===== src/hw/rtl/u8dec_pkg.sv =====
// Package for the UTF-8 byte stream decoder: request types, decoder state
// and the byte-class constants. No dependencies.
`default_nettype none

package u8dec_pkg;

	localparam int unsigned CpWidth = 21;

	localparam logic [CpWidth-1:0] Replacement = 21'h00FFFD;

	// lead byte patterns, compared against the top bits of the byte
	localparam logic [2:0] Lead2Pat = 3'b110;
	localparam logic [3:0] Lead3Pat = 4'b1110;
	localparam logic [4:0] Lead4Pat = 5'b11110;
	localparam logic [1:0] ContPat  = 2'b10;

	// continuation bytes still expected; zero means idle
	localparam logic [1:0] LeftIdle = 2'd0;
	localparam logic [1:0] LeftOne  = 2'd1;
	localparam logic [1:0] LeftTwo  = 2'd2;
	localparam logic [1:0] LeftThree = 2'd3;

	typedef struct packed {
		logic [7:0] data_byte;
		logic       source_end;
	} byte_item_t;

	typedef struct packed {
		logic [CpWidth-1:0] code_point;
		logic               malformed;
		logic               truncated;
	} cp_item_t;

	typedef struct packed {
		logic [CpWidth-1:0] partial_value;
		logic [1:0]         bytes_left;
	} dec_state_t;

endpackage

`default_nettype wire


===== src/hw/rtl/u8dec_step.sv =====
// One decode step: current state plus one byte gives the next state and
// at most one code point. Pure combinational. Depends on u8dec_pkg.
`default_nettype none

module u8dec_step (
	input  wire u8dec_pkg::dec_state_t  cur,
	input  wire u8dec_pkg::byte_item_t  item,
	output u8dec_pkg::dec_state_t       nxt,
	output logic                        emit,
	output u8dec_pkg::cp_item_t         result
);

	logic [7:0]                      b;
	logic [u8dec_pkg::CpWidth-1:0]   shifted;
	logic [1:0]                      left_dec;

	assign b        = item.data_byte;
	assign shifted  = {cur.partial_value[u8dec_pkg::CpWidth-7:0], b[5:0]};
	assign left_dec = cur.bytes_left - 2'd1;

	always_comb begin
		nxt    = cur;
		emit   = 1'b0;
		result = '{code_point: '0, malformed: 1'b0, truncated: 1'b0};
		if (cur.bytes_left == u8dec_pkg::LeftIdle) begin
			priority if (!b[7]) begin
				emit              = 1'b1;
				result.code_point = {13'd0, b};
			end else if (b[7:5] == u8dec_pkg::Lead2Pat) begin
				nxt.partial_value = {16'd0, b[4:0]};
				nxt.bytes_left    = u8dec_pkg::LeftOne;
			end else if (b[7:4] == u8dec_pkg::Lead3Pat) begin
				nxt.partial_value = {17'd0, b[3:0]};
				nxt.bytes_left    = u8dec_pkg::LeftTwo;
			end else if (b[7:3] == u8dec_pkg::Lead4Pat) begin
				nxt.partial_value = {18'd0, b[2:0]};
				nxt.bytes_left    = u8dec_pkg::LeftThree;
			end else begin
				emit              = 1'b1;
				result.code_point = u8dec_pkg::Replacement;
				result.malformed  = 1'b1;
			end
			// lead byte that is also the last byte of the source
			if (nxt.bytes_left != u8dec_pkg::LeftIdle && item.source_end) begin
				nxt.bytes_left    = u8dec_pkg::LeftIdle;
				emit              = 1'b1;
				result.code_point = nxt.partial_value;
				result.truncated  = 1'b1;
			end
		end else if (b[7:6] != u8dec_pkg::ContPat) begin
			// bad continuation is swallowed, not reparsed
			nxt.bytes_left    = u8dec_pkg::LeftIdle;
			nxt.partial_value = '0;
			emit              = 1'b1;
			result.code_point = u8dec_pkg::Replacement;
			result.malformed  = 1'b1;
		end else begin
			nxt.partial_value = shifted;
			nxt.bytes_left    = left_dec;
			if (left_dec == u8dec_pkg::LeftIdle) begin
				emit              = 1'b1;
				result.code_point = shifted;
			end else if (item.source_end) begin
				nxt.bytes_left    = u8dec_pkg::LeftIdle;
				emit              = 1'b1;
				result.code_point = shifted;
				result.truncated  = 1'b1;
			end
		end
	end

endmodule

`default_nettype wire


===== src/hw/rtl/utf8_byte_stream_decoder.sv =====
// Lenient UTF-8 byte stream decoder, top level: input register, decode step,
// decoder state and result register. Depends on u8dec_pkg and u8dec_step.
//
// Usage:
//   Byte channel (byte_valid / byte_stall / byte_item) takes one source byte
//   per request, with source_end set on the last byte of the source.
//   Code point channel (cp_valid / cp_stall / cp_item) gives zero or one
//   code point per byte: a finished character, U+FFFD with malformed set on
//   a bad byte, or the partial value with truncated set when the source
//   ends inside a sequence.
//   A byte accepted goes into the input register and is decoded from there;
//   its result is loaded into the result register, where cp_valid shows it.
//   Throughput: one byte per cycle while no byte with a result waits on a
//   stalled output; the decode step updates the partial value and bytes left.
//   A stalled result holds in the result register; the byte in the input
//   register waits there, and byte_stall rises only once both are full.
//   Bytes that emit nothing keep moving even while the output is stalled.
//   Reset clears both valid flags and returns the decoder to idle.
`default_nettype none

module utf8_byte_stream_decoder (
	input  wire                       clk,
	input  wire                       arst_n,
	input  wire                       byte_valid,
	output logic                      byte_stall,
	input  wire u8dec_pkg::byte_item_t byte_item,
	output logic                      cp_valid,
	input  wire                       cp_stall,
	output u8dec_pkg::cp_item_t       cp_item
);

	logic                    valid_s1;
	u8dec_pkg::byte_item_t   item_s1;
	u8dec_pkg::dec_state_t   state_q;
	u8dec_pkg::dec_state_t   state_nxt;
	logic                    emit;
	u8dec_pkg::cp_item_t     result;
	logic                    out_free;
	logic                    step;
	logic                    take_in;

	u8dec_step u_step (
		.cur    (state_q),
		.item   (item_s1),
		.nxt    (state_nxt),
		.emit   (emit),
		.result (result)
	);

	assign out_free   = !cp_valid || !cp_stall;
	// a byte with no result never needs the output register
	assign step       = valid_s1 && (out_free || !emit);
	assign byte_stall = valid_s1 && !step;
	assign take_in    = byte_valid && !byte_stall;

	always_ff @(posedge clk or negedge arst_n) begin
		if (!arst_n) begin
			valid_s1 <= 1'b0;
			cp_valid <= 1'b0;
			state_q  <= '{partial_value: '0, bytes_left: u8dec_pkg::LeftIdle};
		end else begin
			if (take_in) begin
				valid_s1 <= 1'b1;
			end else if (step) begin
				valid_s1 <= 1'b0;
			end
			if (step) begin
				state_q <= state_nxt;
			end
			if (step && emit) begin
				cp_valid <= 1'b1;
			end else if (!cp_stall) begin
				cp_valid <= 1'b0;
			end
		end
	end

	always_ff @(posedge clk) begin
		if (take_in) begin
			item_s1 <= byte_item;
		end
		if (step && emit) begin
			cp_item <= result;
		end
	end

endmodule

`default_nettype wire


===== config.mk =====
export PLATFORM = sky130hd
export DESIGN_NAME = utf8_byte_stream_decoder
export DESIGN_NICKNAME = d
export VERILOG_FILES = /design/src/hw/rtl/u8dec_pkg.sv /design/src/hw/rtl/u8dec_step.sv /design/src/hw/rtl/utf8_byte_stream_decoder.sv
export SDC_FILE = /design/constraint.sdc
export NUM_CORES = 1
export LEC_CHECK = 0
export BUFFER_PORTS_ARGS = -buffer_cell sky130_fd_sc_hd__buf_2
export CAP_MARGIN = 20
export CORE_ASPECT_RATIO = 0.8
export CORE_MARGIN = 2
export CORE_UTILIZATION = 45
export DETAILED_ROUTE_END_ITERATION = 10
export HOLD_SLACK_MARGIN = 0.02
export SKIP_CTS_REPAIR_TIMING = 1
export SLEW_MARGIN = 10
export SYNTH_ARGS = -nofsm -noshare
export SYNTH_HDL_FRONTEND = slang
export SYNTH_SLANG_ARGS = --single-unit

===== constraint.sdc =====
create_clock -name clk -period 8 [get_ports clk]
set_clock_uncertainty 0.2 [all_clocks]
set_input_delay 0 -clock clk [delete_from_list [all_inputs] [get_ports clk]]
set_output_delay 0 -clock clk [all_outputs]
set_load 0.02 [all_outputs]

==> flow_summary.yaml <==
floorplan:
  floorplan.core_area_sq_mm: 0.00591
  initial_core_util: 0.464
  chipWidth_microns: 91.3
  num_rows: 25
  fp.dieH_microns: 73.8
  io_pins: 38
  floorplan.die_area_sq_mm: 0.00674
worst_hold_path:
  worstHoldPathType: "primary input to asynchronous set/reset pin"
finish:
  num_antenna_cells: 0
  multi_input_area_sq_mm: 0.00106
  post_route_cells_drive_above_1_share: 0.279
  post-route-util: 0.566
  post_layout_nonfiller_instances: 357
  fillers: 510
  synthToLayoutAreaGrowth_pct: 22.0
  final_net_count: 286
  final_common_cell: "sky130_fd_sc_hd__buf_2"
  most-common-layout-cells: "37 x sky130_fd_sc_hd__buf_2, 32 x sky130_fd_sc_hd__edfxtp_1, 26 x sky130_fd_sc_hd__a22o_1"
  seq_area_sq_mm: 0.00159
grt:
  number_of_global_route_vias_before_repair: 1788
  initial_antenna_violation_count: 0
  grt_remaining_overflow: 0
  grt_start_max_net_pins: 26
  globalRouteTotalUtil: 0.190
  grt_pass1_wl_microns: 9460
routing:
  finalWirelength_microns: 5860
  total_via_count_after_detailed_routing: 2004
  avgViaCountPerCell: 5.61
  avgRoutedWirePerCell_microns: 16.4
  drt_pass1_iterations: 4
  drt_drc_violations_left: 0
  number_of_routed_nets_with_antenna_violations: 0
  drt_iter0_drc: 139
synth:
  synth_fp_nets: 236
  synth_async_sr_flop_share: 0.439
  yosys_register_bits: 57
  synth-edff-count: 32
  primary_ff_master_synth: "sky130_fd_sc_hd__edfxtp_1"
  seq_area_frac_synth: 0.579
  netlist_cell_types: 46
  synthesized_area_sq_mm: 0.00274
  synth_area_per_cell_sq_um: 12.4
  synth-warning-count: 0
  synthCells: 221
sta:
  worst-slew-pin-transition_ns: 0.990
  final.setup.tns_ns: 0
  report.final.setup_viol: 0
  report.final.slew_viol_count: 0
  fmax_ghz: 0.318
  timing.final.hold_violations: 10
  slew_headroom: 0.335
  grt_setup_unrepaired: "no"
  min_period_ns: 3.14
  fin_hold_ws_ns: -0.00805
  final_cycle_share: 0.393
worst_setup_path:
  r2r-start: "item_s1[8]"
  timing.critical_path.to: "cp_item[8]"
  critical_path_required_time_ns: 7.85
  worstPathBufferInverterCount: 1
  critical_path.startpoint: "item_s1[8]"
  crit_path_top_delay_cell: "sky130_fd_sc_hd__o32ai_4"
  worstSetupEndpointType: "register"
  critical_path_arrival_ns: 2.99
  critical_path.max_stage_delay_ns: 0.66
  worstPathMaxFanout: 19
  timing.reg2reg.setup_slack_ns: 4.86
  worstReg2RegEnd: "cp_item[8]"
  crit_path_start_kind: "register"
  path_cells: "and2_4 -> o21ai_1 -> o32ai_4 -> o311ai_1 -> nor2_2 -> buf_8"
  total_stage_count_of_the_critical_path: 6
  cpLargestDelayFamily: "compound AO/OA/AOI/OAI gates"
  ff2ff_path_depth: 6
  timing_worst_setup_path_type: "register to register"
status:
  run_status: "finished, violations left"
  violated_checks: "negative hold slack"
power_and_ir_drop:
  vdd_drop_max_v: 0.000216
  powerDensity_mw_per_mm2: 372
  p_leak_nw: 1.40
place:
  dp_hpwl_microns: 3890
  port_buffers: 37
  numPlacedInstances: 327
  gpl.final_weighted_congestion: 0.871
cts:
  clock_path_buffers: 2
  cts_tree: "built"
  master_cell_of_the_clock_root_buffer: "sky130_fd_sc_hd__clkbuf_8"
  numCtsBuffers: 9
  clkLatencyLatePin_ns: 0.34
  clk_transition_reported_paths_ns: 0.07
  clock_tree.htree_level_count: 3
  clock-sinks: 57
run:
  drv.max_cap_violation_count: 0
==> cells in the mapped netlist (2+ instances only) <==
cell                       count  area (sq um)
sky130_fd_sc_hd__a211oi_1      6          45.0
sky130_fd_sc_hd__a21oi_1       7          35.0
sky130_fd_sc_hd__a221o_1       9          90.1
sky130_fd_sc_hd__a22o_1       26           228
sky130_fd_sc_hd__a22oi_1       2          15.0
sky130_fd_sc_hd__a31oi_1       5          31.3
sky130_fd_sc_hd__and3_1        3          18.8
sky130_fd_sc_hd__buf_2         3          15.0
sky130_fd_sc_hd__buf_4         4          30.0
sky130_fd_sc_hd__clkbuf_1      5          18.8
sky130_fd_sc_hd__dfrtp_1      25           626
sky130_fd_sc_hd__edfxtp_1     32           961
sky130_fd_sc_hd__ha_1          2          25.0
sky130_fd_sc_hd__inv_1         5          18.8
sky130_fd_sc_hd__mux2_2        7          78.8
sky130_fd_sc_hd__mux2i_1       4          40.0
sky130_fd_sc_hd__nand2_1      18          67.6
sky130_fd_sc_hd__nand2b_1      3          18.8
sky130_fd_sc_hd__nand3_1       3          15.0
sky130_fd_sc_hd__nor2_1        8          30.0
sky130_fd_sc_hd__nor2b_1       2          12.5
sky130_fd_sc_hd__nor3_1        6          30.0
sky130_fd_sc_hd__o21ai_0       8          40.0
sky130_fd_sc_hd__or2_2         6          37.5
==> state kept, by name (all words and copies together), names as in the netlist <==
| signal | cells |
|---|---|
| cp_item | 23 |
| cp_valid | 1 |
| item_s1 | 9 |
| state_q | 23 |
| valid_s1 | 1 |
==> per-stage QoR <==
step	setup WS (ns)	area, sq um	hold WS (ns)	total power, mW
3_3_place_gp	4.66	2970	-0.162	0.923
3_5_place_dp	4.52	2970	-0.167	0.926
4_1_cts	4.51	3200	-0.542	1.24
2_1_floorplan	4.98	2740	-0.496	0.857
5_1_grt	4.63	3340	0.0666	1.32
6_report	4.86	3340	-0.00805	1.25
==> area by class of cell <==
cell class | count | area share
flip-flops and latches | 57 | 0.474
multi-input cells | 145 | 0.317
repair buffers | 53 | 0.103
clock buffers | 9 | 0.0370
clock inverters | 7 | 0.0325
well taps | 81 | 0.0303
inverters | 5 | 0.00561
==> worst min path at each step <==
| stage | startpoint | end | slack [ns] | depth (start not counted) |
|---|---|---|---|---|
| 2_1_floorplan | arst_n | cp_valid | -0.50 | 0 |
| 3_3_place_gp | arst_n | state_q[19] | -0.16 | 1 |
| 3_5_place_dp | arst_n | state_q[19] | -0.17 | 1 |
| 4_1_cts | arst_n | state_q[19] | -0.54 | 1 |
| 5_1_grt | arst_n | state_q[19] | 0.07 | 2 |
| 6_report | arst_n | state_q[19] | -0.008 | 2 |
==> layer usage <==
metal | up-vias | routed length (microns) | GRT usage | share of wire
met2 | 60 | 2440 | 0.249 | 0.42
met1 | 964 | 2900 | 0.286 | 0.49
met5 | - | 0 | 0 | 0
met4 | 0 | 147 | 0.104 | 0.025
li1 | 966 | - | - | -
met3 | 14 | 375 | 0.0482 | 0.064
==> worst reg2reg max path: stages, from the launching register on <==
cell and delay [ns]:
sky130_fd_sc_hd__edfxtp_1 0.62, sky130_fd_sc_hd__and2_4 0.25, sky130_fd_sc_hd__o21ai_1 0.09, sky130_fd_sc_hd__o32ai_4 0.66
sky130_fd_sc_hd__o311ai_1 0.34, sky130_fd_sc_hd__nor2_2 0.47, sky130_fd_sc_hd__buf_8 0.23
==> logic make-up (layout without fill, tap and decap cells) <==
logic type / after synthesis / in the layout / share of synthesized area
DFF: 57 / 57 / 0.579
muxes: 11 / 11 / 0.0434
adders and majority gates: 2 / 2 / 0.00913
buffers and inverters: 19 / 74 / 0.0356
AOI/OAI and AO/OA: 79 / 79 / 0.237
and+or+nand+nor: 53 / 53 / 0.0963
==> power by group <==
group	total, mW	internal (mW)	switching (mW)
logic	0.453	0.172	0.281
registers	0.476	0.422	0.0542
clock network	0.316	0.204	0.112
total	1.25	0.798	0.447
No activity file was read; power rests on OpenSTA's default activity.
